File: src/rtl/cvsa_pkg.sv
// ============================================================================
// cvsa_pkg - shared types and constants for the sub-layer arg-min search
// Field widths, fixed-point positions, register indexes and sequencer states.
// ============================================================================
`default_nettype none

package cvsa_pkg;

    // Field and register widths
    localparam int COST_W  = 32;   // cost sample, Q16.16
    localparam int DEPTH_W = 25;   // depth, signed Q9.16
    localparam int E_W     = 48;   // energy, Q32.16
    localparam int CFG_W   = 32;   // configuration registers, Q8.24
    localparam int FRAC_W  = 16;   // fraction bits of depth, cost and energy
    localparam int WFRAC_W = 24;   // fraction bits of the Q8.24 weights

    // Packed stream words
    localparam int IN_DATA_W  = 64;
    localparam int OUT_DATA_W = 80;

    // Layer indexing
    localparam int MAX_LAYERS = 256;
    localparam int LAYER_W    = $clog2(MAX_LAYERS);
    localparam int LC_W       = $clog2(MAX_LAYERS + 1);

    // Datapath widths
    localparam int DIFF_W = DEPTH_W + 1;   // depth minus layer position
    localparam int MUL_W  = 32;            // shared multiplier operand
    localparam int PROD_W = 2 * MUL_W;
    localparam int DEN_W  = E_W + 1;       // parabola denominator
    localparam int OFF_W  = FRAC_W;        // sub-layer offset, up to one half
    localparam int DIV_STEPS = FRAC_W;     // one quotient bit per step

    // Configuration register indexes
    localparam int CFG_IDX_W = 1;
    localparam logic [CFG_IDX_W-1:0] REG_QUAD_SCALE  = 1'b0;
    localparam logic [CFG_IDX_W-1:0] REG_DATA_WEIGHT = 1'b1;

    localparam logic [CFG_W-1:0] QUAD_SCALE_RST  = 32'h0000_0000;
    localparam logic [CFG_W-1:0] DATA_WEIGHT_RST = 32'h0100_0000;

    // Sequencer states
    typedef enum logic [3:0] {
        ST_IDLE,   // wait for a request
        ST_SQ,     // square of depth minus layer
        ST_HI,     // upper square bits times quad_scale
        ST_LO,     // lower square bits times quad_scale
        ST_DW,     // cost times data_weight
        ST_SUM,    // form the layer energy
        ST_SEL,    // update minimum and neighbors
        ST_PICK,   // choose edge result or set up the parabola
        ST_CHK,    // decide whether to divide
        ST_DIV,    // wait on the divider
        ST_MH,     // upper magnitude bits times offset
        ST_ML,     // lower magnitude bits times offset
        ST_CORR,   // apply energy correction and offset
        ST_EMIT    // hand the result to the output register
    } state_t;

endpackage : cvsa_pkg

`default_nettype wire

File: src/rtl/cvsa_mul.sv
// ============================================================================
// cvsa_mul - shared unsigned multiplier
// One 32 by 32 product per cycle, registered at the output.
// ============================================================================
`default_nettype none

module cvsa_mul
    import cvsa_pkg::*;
(
    input  wire logic              aclk,
    input  wire logic [MUL_W-1:0]  op_a,
    input  wire logic [MUL_W-1:0]  op_b,
    output logic      [PROD_W-1:0] prod
);

    logic [PROD_W-1:0] prod_reg;

    always_ff @(posedge aclk) begin
        prod_reg <= PROD_W'(op_a) * PROD_W'(op_b);
    end

    assign prod = prod_reg;

endmodule : cvsa_mul

`default_nettype wire

File: src/rtl/cvsa_div.sv
// ============================================================================
// cvsa_div - restoring divider for the parabola offset
// Produces floor(num * 2^15 / den) for num <= den, one quotient bit a cycle.
// ============================================================================
`default_nettype none

module cvsa_div
    import cvsa_pkg::*;
(
    input  wire logic              aclk,
    input  wire logic              aresetn,
    input  wire logic              start,
    input  wire logic [E_W-1:0]    num,
    input  wire logic [DEN_W-1:0]  den,
    output logic                   done,
    output logic      [OFF_W-1:0]  quot
);

    localparam int CNT_W = $clog2(DIV_STEPS);
    localparam int REM_W = DEN_W + 1;

    logic [REM_W-1:0] rem_reg;
    logic [DEN_W-1:0] den_reg;
    logic [OFF_W-1:0] quot_reg;
    logic [CNT_W-1:0] cnt_reg;
    logic             busy_reg;
    logic             done_reg;

    logic             take;
    logic [REM_W-1:0] part;

    always_comb begin
        take = rem_reg >= REM_W'(den_reg);
        part = take ? (rem_reg - REM_W'(den_reg)) : rem_reg;
    end

    // control
    always_ff @(posedge aclk) begin
        if (!aresetn) begin
            busy_reg <= 1'b0;
            done_reg <= 1'b0;
            cnt_reg  <= '0;
        end else begin
            done_reg <= 1'b0;
            if (start) begin
                busy_reg <= 1'b1;
                cnt_reg  <= '0;
            end else if (busy_reg) begin
                cnt_reg <= cnt_reg + 1'b1;
                if (cnt_reg == CNT_W'(DIV_STEPS - 1)) begin
                    busy_reg <= 1'b0;
                    done_reg <= 1'b1;
                end
            end
        end
    end

    // datapath: compare, subtract, shift
    always_ff @(posedge aclk) begin
        if (start) begin
            rem_reg  <= REM_W'(num);
            den_reg  <= den;
            quot_reg <= '0;
        end else if (busy_reg) begin
            rem_reg  <= {part[REM_W-2:0], 1'b0};
            quot_reg <= {quot_reg[OFF_W-2:0], take};
        end
    end

    assign done = done_reg;
    assign quot = quot_reg;

endmodule : cvsa_div

`default_nettype wire

File: src/rtl/cost_volume_subpixel_argmin.sv
// ============================================================================
// cost_volume_subpixel_argmin - parabolic sub-layer arg-min over a cost column
// Forms each layer's energy on one shared multiplier, tracks the minimum and
// its neighbors, and refines the winning layer by a parabola fit at pixel end.
// ============================================================================
//
//  channel  dir  handshake           payload
//  -------  ---  ------------------  --------------------------------------
//  s_       in   s_tvalid/s_tready   s_tdata: cost_sample, current_depth;
//                                    s_tlast: last sample of the pixel
//  m_       out  m_tvalid/m_tready   m_tdata: refined_depth, match_cost
//  cfg_     in   cfg_we              cfg_index, cfg_wdata (no read-back)
//
//  Steps: from request to the next ready, a sample makes four products that
//  go one after another through the shared 32x32 multiplier, then forms its
//  energy and updates the minimum. A last sample then adds a pick and an emit
//  step when an edge layer wins; otherwise a check, two multiplier passes for
//  the energy correction, a correction step and the emit, with the bit-serial
//  divider run between the check and those passes when the parabola is fit.
//  Reset: aresetn is synchronous, active low; it clears the sequencer, the
//  layer count and the output valid, and loads the register reset values.
//  Stalls: s_tready is high only between samples. A result waits in the
//  output register while the next pixel streams in; the sequencer holds in
//  its emit step only if a second result is ready before the first is taken.
// ============================================================================
`default_nettype none

module cost_volume_subpixel_argmin
    import cvsa_pkg::*;
(
    input  wire logic                   aclk,
    input  wire logic                   aresetn,

    // configuration write port
    input  wire logic                   cfg_we,
    input  wire logic [CFG_IDX_W-1:0]   cfg_index,
    input  wire logic [CFG_W-1:0]       cfg_wdata,

    // sample stream
    input  wire logic                   s_tvalid,
    output logic                        s_tready,
    input  wire logic [IN_DATA_W-1:0]   s_tdata,   // [31:0] cost_sample, [56:32] current_depth
    input  wire logic                   s_tlast,   // last_sample

    // result stream
    output logic                        m_tvalid,
    input  wire logic                   m_tready,
    output logic      [OUT_DATA_W-1:0]  m_tdata    // [24:0] refined_depth, [72:25] match_cost
);

    // ------------------------------------------------------------------
    // Configuration registers
    // ------------------------------------------------------------------
    logic [CFG_W-1:0] quad_scale_reg;
    logic [CFG_W-1:0] data_weight_reg;

    always_ff @(posedge aclk) begin
        if (!aresetn) begin
            quad_scale_reg  <= QUAD_SCALE_RST;
            data_weight_reg <= DATA_WEIGHT_RST;
        end else if (cfg_we) begin
            case (cfg_index)
                REG_QUAD_SCALE:  quad_scale_reg  <= cfg_wdata;
                REG_DATA_WEIGHT: data_weight_reg <= cfg_wdata;
                default: ;
            endcase
        end
    end

    // ------------------------------------------------------------------
    // Control and datapath registers
    // ------------------------------------------------------------------
    state_t state_reg, state_next;
    logic [LC_W-1:0] lc_reg, lc_next;
    logic            m_valid_reg, m_valid_next;

    logic [DEPTH_W-1:0]    held_depth_reg;
    logic [LAYER_W-1:0]    idx_reg;
    logic [DIFF_W-1:0]     absdiff_reg;
    logic [COST_W-1:0]     cost_reg;
    logic                  last_reg;
    logic [WFRAC_W-1:0]    sq_lo_reg;
    logic [PROD_W-1:0]     acc_reg;
    logic [42:0]           t1_reg;        // quadratic term, Q.16
    logic [E_W-1:0]        e_reg;
    logic [E_W-1:0]        best_reg;
    logic [LAYER_W-1:0]    best_layer_reg;
    logic [E_W-1:0]        left_reg;
    logic [E_W-1:0]        right_reg;
    logic [E_W-1:0]        prior_reg;
    logic [E_W-1:0]        second_reg;
    logic [DEN_W-1:0]      den_reg;
    logic [E_W-1:0]        mag_reg;
    logic                  neg_reg;
    logic [OFF_W-1:0]      off_reg;
    logic [DEPTH_W-1:0]    res_depth_reg;
    logic [E_W-1:0]        res_energy_reg;
    logic [OUT_DATA_W-1:0] m_data_reg;

    // shared units
    logic [MUL_W-1:0]  mul_a;
    logic [MUL_W-1:0]  mul_b;
    logic [PROD_W-1:0] prod;
    logic              div_start;
    logic              div_done;
    logic [OFF_W-1:0]  div_quot;

    cvsa_mul u_mul (
        .aclk (aclk),
        .op_a (mul_a),
        .op_b (mul_b),
        .prod (prod)
    );

    cvsa_div u_div (
        .aclk    (aclk),
        .aresetn (aresetn),
        .start   (div_start),
        .num     (mag_reg),
        .den     (den_reg),
        .done    (div_done),
        .quot    (div_quot)
    );

    // ------------------------------------------------------------------
    // Combinational helpers
    // ------------------------------------------------------------------
    logic                  accept;
    logic                  out_free;
    logic [DEPTH_W-1:0]    depth_sel;
    logic [LAYER_W-1:0]    idx_w;
    logic [DIFF_W-1:0]     diff_w;
    logic [58:0]           t1_sum;
    logic [E_W-1:0]        e_sum;
    logic                  upd_min;
    logic                  pick_direct;
    logic [DEN_W-1:0]      sum_ac;
    logic [DEN_W-1:0]      twob;
    logic                  div_go;
    logic [PROD_W-1:0]     corr_full;
    logic [E_W-1:0]        corr;
    logic [DEPTH_W-1:0]    base_depth;

    always_comb begin
        accept   = s_tvalid && s_tready;
        out_free = !m_valid_reg || m_tready;

        // take a new depth on the first sample of a pixel
        depth_sel = (lc_reg == '0) ? s_tdata[COST_W +: DEPTH_W] : held_depth_reg;
        // saturate the layer index at the last layer
        idx_w = (lc_reg >= LC_W'(MAX_LAYERS - 1)) ? LAYER_W'(MAX_LAYERS - 1)
                                                  : lc_reg[LAYER_W-1:0];
        diff_w = {depth_sel[DEPTH_W-1], depth_sel}
               - DIFF_W'({idx_w, {FRAC_W{1'b0}}});

        // quadratic term: (hi*q + (lo*q >> 24)) >> 16
        t1_sum = acc_reg[58:0] + 59'(prod[PROD_W-1:WFRAC_W]);
        // both terms stay well below 2^47, so the sum never saturates
        e_sum  = E_W'(t1_reg) + E_W'(prod[PROD_W-1:WFRAC_W]);

        upd_min     = (lc_reg >= LC_W'(2)) && (prior_reg < best_reg);
        pick_direct = (e_reg < best_reg) || (best_layer_reg == '0);

        sum_ac = DEN_W'(left_reg) + DEN_W'(right_reg);
        twob   = {best_reg, 1'b0};

        div_go = (den_reg != '0) && (DEN_W'(mag_reg) <= den_reg);

        // correction = (mag * off) >> 18, from two partial products
        corr_full  = {acc_reg[MUL_W-1:0], {MUL_W{1'b0}}} + prod;
        corr       = E_W'(corr_full[PROD_W-1:18]);
        base_depth = DEPTH_W'({best_layer_reg, {FRAC_W{1'b0}}});
    end

    // ------------------------------------------------------------------
    // Sequencer: next state
    // ------------------------------------------------------------------
    always_comb begin
        state_next = state_reg;
        case (state_reg)
            ST_IDLE: if (s_tvalid) state_next = ST_SQ;
            ST_SQ:   state_next = ST_HI;
            ST_HI:   state_next = ST_LO;
            ST_LO:   state_next = ST_DW;
            ST_DW:   state_next = ST_SUM;
            ST_SUM:  state_next = ST_SEL;
            ST_SEL:  state_next = last_reg ? ST_PICK : ST_IDLE;
            ST_PICK: state_next = pick_direct ? ST_EMIT : ST_CHK;
            ST_CHK:  state_next = div_go ? ST_DIV : ST_MH;
            ST_DIV:  if (div_done) state_next = ST_MH;
            ST_MH:   state_next = ST_ML;
            ST_ML:   state_next = ST_CORR;
            ST_CORR: state_next = ST_EMIT;
            ST_EMIT: if (out_free) state_next = ST_IDLE;
            default: state_next = ST_IDLE;
        endcase
    end

    // ------------------------------------------------------------------
    // Sequencer: outputs (ready, multiplier operands, divider start)
    // ------------------------------------------------------------------
    always_comb begin
        s_tready  = 1'b0;
        mul_a     = '0;
        mul_b     = '0;
        div_start = 1'b0;
        case (state_reg)
            ST_IDLE: s_tready = 1'b1;
            ST_SQ: begin
                mul_a = MUL_W'(absdiff_reg);
                mul_b = MUL_W'(absdiff_reg);
            end
            ST_HI: begin
                mul_a = MUL_W'(prod[2*DIFF_W-3:WFRAC_W]);
                mul_b = quad_scale_reg;
            end
            ST_LO: begin
                mul_a = MUL_W'(sq_lo_reg);
                mul_b = quad_scale_reg;
            end
            ST_DW: begin
                mul_a = cost_reg;
                mul_b = data_weight_reg;
            end
            ST_CHK:  div_start = div_go;
            ST_MH: begin
                mul_a = MUL_W'(mag_reg[E_W-1:MUL_W]);
                mul_b = MUL_W'(off_reg);
            end
            ST_ML: begin
                mul_a = mag_reg[MUL_W-1:0];
                mul_b = MUL_W'(off_reg);
            end
            default: ;
        endcase
    end

    // ------------------------------------------------------------------
    // Control registers
    // ------------------------------------------------------------------
    always_comb begin
        lc_next = lc_reg;
        if (state_reg == ST_SEL) begin
            if (last_reg) begin
                lc_next = '0;
            end else if (lc_reg < LC_W'(MAX_LAYERS)) begin
                lc_next = lc_reg + 1'b1;
            end
        end

        if (state_reg == ST_EMIT && out_free) begin
            m_valid_next = 1'b1;
        end else if (m_tready) begin
            m_valid_next = 1'b0;
        end else begin
            m_valid_next = m_valid_reg;
        end
    end

    always_ff @(posedge aclk) begin
        if (!aresetn) begin
            state_reg   <= ST_IDLE;
            lc_reg      <= '0;
            m_valid_reg <= 1'b0;
        end else begin
            state_reg   <= state_next;
            lc_reg      <= lc_next;
            m_valid_reg <= m_valid_next;
        end
    end

    // ------------------------------------------------------------------
    // Datapath registers
    // ------------------------------------------------------------------
    always_ff @(posedge aclk) begin
        case (state_reg)
            ST_IDLE: begin
                if (accept) begin
                    held_depth_reg <= depth_sel;
                    idx_reg        <= idx_w;
                    absdiff_reg    <= diff_w[DIFF_W-1] ? (~diff_w + 1'b1) : diff_w;
                    cost_reg       <= s_tdata[COST_W-1:0];
                    last_reg       <= s_tlast;
                end
            end
            ST_HI: sq_lo_reg <= prod[WFRAC_W-1:0];
            ST_LO: acc_reg   <= prod;
            ST_DW: t1_reg    <= t1_sum[58:FRAC_W];
            ST_SUM: e_reg    <= e_sum;
            ST_SEL: begin
                // the minimum runs over the inner layers; the newest energy
                // becomes the right neighbor of a new minimum
                if (lc_reg == '0) begin
                    best_reg       <= e_reg;
                    best_layer_reg <= '0;
                end else if (upd_min) begin
                    best_reg       <= prior_reg;
                    best_layer_reg <= idx_reg - 1'b1;
                    left_reg       <= second_reg;
                    right_reg      <= e_reg;
                end
                second_reg <= prior_reg;
                prior_reg  <= e_reg;
            end
            ST_PICK: begin
                if (e_reg < best_reg) begin
                    // last layer wins outright
                    res_depth_reg  <= DEPTH_W'({idx_reg, {FRAC_W{1'b0}}});
                    res_energy_reg <= e_reg;
                end else if (best_layer_reg == '0) begin
                    // first layer still holds the minimum
                    res_depth_reg  <= '0;
                    res_energy_reg <= best_reg;
                end
                den_reg <= (sum_ac > twob) ? (sum_ac - twob) : '0;
                neg_reg <= right_reg > left_reg;
                mag_reg <= (right_reg > left_reg) ? (right_reg - left_reg)
                                                  : (left_reg - right_reg);
            end
            ST_CHK: begin
                // flat or out-of-range fit: no offset, energy stays at the minimum
                if (!div_go) off_reg <= '0;
            end
            ST_DIV: begin
                if (div_done) off_reg <= div_quot;
            end
            ST_ML: acc_reg <= prod;
            ST_CORR: begin
                res_energy_reg <= (best_reg > corr) ? (best_reg - corr) : '0;
                res_depth_reg  <= neg_reg ? (base_depth - DEPTH_W'(off_reg))
                                          : (base_depth + DEPTH_W'(off_reg));
            end
            ST_EMIT: begin
                if (out_free) begin
                    m_data_reg <= OUT_DATA_W'({res_energy_reg, res_depth_reg});
                end
            end
            default: ;
        endcase
    end

    assign m_tvalid = m_valid_reg;
    assign m_tdata  = m_data_reg;

    // ------------------------------------------------------------------
    // Assertions
    // ------------------------------------------------------------------
    a_lc_bound: assert property (@(posedge aclk) disable iff (!aresetn)
        lc_reg <= LC_W'(MAX_LAYERS))
        else $error("layer count ran past its saturation point");

    a_last_clears: assert property (@(posedge aclk) disable iff (!aresetn)
        (state_reg == ST_SEL && last_reg) |=> (lc_reg == '0))
        else $error("layer count not cleared after a last sample");

    a_div_owner: assert property (@(posedge aclk) disable iff (!aresetn)
        div_done |-> (state_reg == ST_DIV))
        else $error("divider finished outside the divide step");

    a_off_bound: assert property (@(posedge aclk) disable iff (!aresetn)
        (state_reg == ST_MH) |-> (off_reg <= OFF_W'(1 << (OFF_W - 1))))
        else $error("sub-layer offset exceeds one half");

endmodule : cost_volume_subpixel_argmin

`default_nettype wire

File: config.mk
export PLATFORM = sky130hd
export DESIGN_NAME = cost_volume_subpixel_argmin
export DESIGN_NICKNAME = d
export VERILOG_FILES = /design/src/rtl/cvsa_pkg.sv /design/src/rtl/cvsa_mul.sv /design/src/rtl/cvsa_div.sv /design/src/rtl/cost_volume_subpixel_argmin.sv
export SDC_FILE = /design/constraint.sdc
export NUM_CORES = 2
export LEC_CHECK = 0
export ABC_AREA = 0
export BUFFER_PORTS_ARGS = -buffer_cell sky130_fd_sc_hd__buf_2
export CAP_MARGIN = 5
export CELL_PAD_IN_SITES_DETAIL_PLACEMENT = 1
export CELL_PAD_IN_SITES_GLOBAL_PLACEMENT = 1
export CORE_MARGIN = 10
export CORE_UTILIZATION = 30
export CTS_BUF_LIST = sky130_fd_sc_hd__clkbuf_8 sky130_fd_sc_hd__clkbuf_16
export CTS_CLUSTER_SIZE = 14
export DETAILED_ROUTE_END_ITERATION = 16
export HOLD_SLACK_MARGIN = 0.15
export PLACE_DENSITY = 0.6
export SYNTH_ARGS = -nofsm -noshare
export SYNTH_HDL_FRONTEND = slang
export SYNTH_HIERARCHICAL = 1
export SYNTH_SLANG_ARGS = --single-unit
File: constraint.sdc
create_clock -name aclk -period 18.4 [get_ports aclk]
set_input_delay 1.84 -clock aclk [delete_from_list [all_inputs] [get_ports aclk]]
set_output_delay 1.84 -clock aclk [all_outputs]
set_load 0.05 [all_outputs]
==> metrics.txt <==
gr ovfl total 0; Post-Place Worst Slack 7.65 ns; peak supply drop 0.0726 mV; Hold Worst Slack between 0.4 and 0.5 ns; layout filler cell count between 30,000 and 40,000; FF-to-FF End u_mul/prod[56]$_DFF_P_; Tmin final 10.86 ns; die width 582 um; Netlist cell types 119; fraction of registers with async set or reset after synthesis 0; die area between 300,000 and 400,000 um2; number of global-route vias before repair between 70,000 and 80,000; Worst Path Arrival 11.55 ns; Vias between 70,000 and 80,000; Yosys reg bits between 1,000 and 1,500; CTS sink cnt 1,012; core area between 300,000 and 400,000 um2; CTS tree yes; H-tree lvl count 3; Initial Util 0.301; synthesized netlist cell count 9,724; Clock Skew 0.0954 ns; R2R Setup Slk approximately 7.5 ns; CP endpoint kind flop; fin worst setup slack roughly 7.5 ns; Syn Area/Cell approximately 9.7 um2; TritonCTS buffer count between 100 and 150; status finished clean; DIE HEIGHT 582 um; Setup CP Type reg2reg; first-pass GRT wire length ~520,000 um; layout cells sized above 1 0.0652; CP top delay family adder cells; setup bufs post-CTS 0; Max Clk Rate between 90 and 100 MHz; Critical R2R Launch state_reg[2]$_SDFFE_PN0P_; EDFF count, synth between 800 and 900; Detail Placement HPWL between 200,000 and 300,000 um; Worst Tran Pin Value approximately 1.3 ns; WL final approximately 350,000 um; unrepaired setup endpoints after global routing no; Buf/Inv on CP 9; R2R depth 30; # hold bufs at CTS 0; area grow syn2layout 9.92%; final core utilization 0.331; worst skew pair latency 0.82 ns; P per Cell Area ~75 nW/um2; predominant post-synthesis flop cell edfxtp_1; Max Cap Violations 0; type of the tightest min-delay check reg2reg; Crit-path slowest cell buf_4; Final Slew Violations 0; post-route antenna net violation count 0; DR iter-0 viols 5,180; CP startpoint state_reg[2]$_SDFFE_PN0P_; GRT Util Overall 0.203; Pleak approximately 45 nW; commonest non-fill, non-tap cell in the layout inv_1; CP Launch Type flop; CP max stage delay about 0.7 ns; antenna violations before repair 34; DR WL/cell around 25 um; Nets 11,500; CP required approximately 19 ns; Synth warnings 6; post-synthesis sequential area ratio 0.304; Max Buffers Root-to-Sink 3; Row Count around 210; cell seen most often among critical-path stages fa_1; Post-CTS Resized 0; largest net degree at the start of global routing 86; number of flip-flops in the largest register between 70 and 80; I/O Buffers 170; routed vias/inst 5.22; DR DRC count 0; # IOs 185; crit share post-route 0.590; CTS root buffer clkbuf_16; most frequent cells in the layout inv_1 (1,278), nand2_1 (1,131), fa_1 (905); DRT Pass-1 Iters 8; clock slew at reported path FFs about 0.07 ns; Cell Area, Synth 94,600 um2; Rel. slew slack 0.133; Worst Path Max Fanout 56; Crit path depth 30; capture point of the worst path u_mul/prod[56]$_DFF_P_; GP Congestion between 0.9 and 1; Setup TNS Final 0 ns; Final Hold Fails 0; # setup viols final 0; overall power 7.80 mW
-- worst reg2reg max path, delay by kind of cell, from the launching register on --
| family | cells | cell delay, ns |
|---|---|---|
| and+or+nand+nor | 6 | 1.37 |
| AOI/OAI and AO/OA | 6 | 1.96 |
| adders and majority gates | 9 | 4.59 |
| buffers and inverters | 9 | 2.22 |
| DFF | 1 | 0.62 |
-- final cells by class --
type / instances / area [um2] / share of cell area
well taps: 4160 / 5200 / 0.0500
clock inverters: 94 / 1040 / 0.0100
diodes: 6 / 15.0 / 0.000144
clock buffers: 119 / 2930 / 0.0282
inverters: 1267 / 4760 / 0.0458
repair buffers: 302 / 1840 / 0.0177
multi-input cells: 7001 / 59500 / 0.572
flip-flops and latches: 1012 / 28700 / 0.276
-- per-layer routing --
metal | GRT usage | routed length (um) | part of all wire | vias up
li1 | - | - | - | 32700
met1 | 0.258 | 150000 | 0.42 | 37900
met2 | 0.355 | 174000 | 0.49 | 1677
met3 | 0.0202 | 14300 | 0.041 | 511
met4 | 0.0765 | 15400 | 0.044 | 10
met5 | 0 | 69 | 0.00020 | -
-- how the worst min path moves through the flow --
| stage | start | cells after the start | slack, ns | endpoint |
|---|---|---|---|---|
| floorplan | second_reg[0]$_DFFE_PP_ | 0 | 0.40 | left_reg[0]$_DFFE_PP_ |
| global placement | second_reg[32]$_DFFE_PP_ | 0 | 0.40 | left_reg[32]$_DFFE_PP_ |
| detailed placement | res_energy_reg[2]$_DFFE_PP_ | 0 | 0.41 | m_tdata[27]$_DFFE_PP_ |
| CTS | second_reg[42]$_DFFE_PP_ | 0 | 0.41 | left_reg[42]$_DFFE_PP_ |
| global route | second_reg[10]$_DFFE_PP_ | 0 | 0.42 | left_reg[10]$_DFFE_PP_ |
| finish | second_reg[42]$_DFFE_PP_ | 0 | 0.40 | left_reg[42]$_DFFE_PP_ |
-- kinds of logic (layout without fill, tap and decap cells) --
family / after synthesis / count (layout) / share of synthesized area
adder cells (fa/ha/maj): 1697 / 1697 / 0.296
other: 1 / 17 / 0.0000396
buffers and inverters: 1721 / 1782 / 0.0699
flip-flops: 1012 / 1012 / 0.304
AO/OA/AOI/OAI: 1807 / 1807 / 0.126
AND/OR/NAND/NOR: 2951 / 2951 / 0.152
multiplexers: 123 / 123 / 0.0134
XOR/XNOR: 412 / 412 / 0.0381
-- through the flow --
step           cell area [um2]  cells
6_report                104000  14000
5_1_grt                 104000  14000
3_5_place_dp            100000  13700
2_1_floorplan            94700   9734
3_3_place_gp            100000  13700
4_1_cts                 104000  14000
-- synth_stat cells, drive strengths merged (14+ instances only) --
| cell type | instances | share of area |
|---|---|---|
| a31oi | 68 | 0.0046 |
| a221o | 27 | 0.0029 |
| o21a | 52 | 0.0041 |
| o31ai | 35 | 0.0028 |
| o21ai | 309 | 0.016 |
| a211oi | 39 | 0.0032 |
| inv | 1265 | 0.050 |
| a22oi | 28 | 0.0023 |
| xor2 | 139 | 0.013 |
| o211ai | 35 | 0.0028 |
| nand2 | 1142 | 0.046 |
| a21oi | 510 | 0.027 |
| dfxtp | 166 | 0.035 |
| and3 | 45 | 0.0030 |
| or2 | 24 | 0.0016 |
| nor3b | 14 | 0.0011 |
| or3 | 21 | 0.0014 |
| o2111ai | 14 | 0.0013 |
| edfxtp | 846 | 0.27 |
| ha | 792 | 0.10 |
| o21bai | 84 | 0.0067 |
| buf | 89 | 0.0052 |
| nor3 | 129 | 0.0072 |
| and2 | 640 | 0.042 |
| mux2 | 17 | 0.0021 |
| nand2b | 48 | 0.0032 |
| nor2 | 464 | 0.018 |
| xnor2 | 273 | 0.025 |
| nor2b | 62 | 0.0041 |
| or4 | 20 | 0.0016 |
| mux2i | 106 | 0.011 |
| a221oi | 16 | 0.0018 |
| a21boi | 82 | 0.0065 |
| nand3 | 124 | 0.0067 |
| clkbuf | 365 | 0.014 |
| a21o | 249 | 0.020 |
| nand4 | 127 | 0.0085 |
| o221ai | 15 | 0.0015 |
| a222oi | 28 | 0.0030 |
| nor4 | 56 | 0.0042 |
| o22ai | 65 | 0.0044 |
| fa | 905 | 0.19 |
-- report_power, final --
part	internal [mW]	leakage [nW]	switching, mW
Sequential	2.61	9.03	0.138
Combinational	0.884	33.9	1.74
Clock	1.37	2.00	1.07
Note: power is estimated with default switching activity, not from simulation.
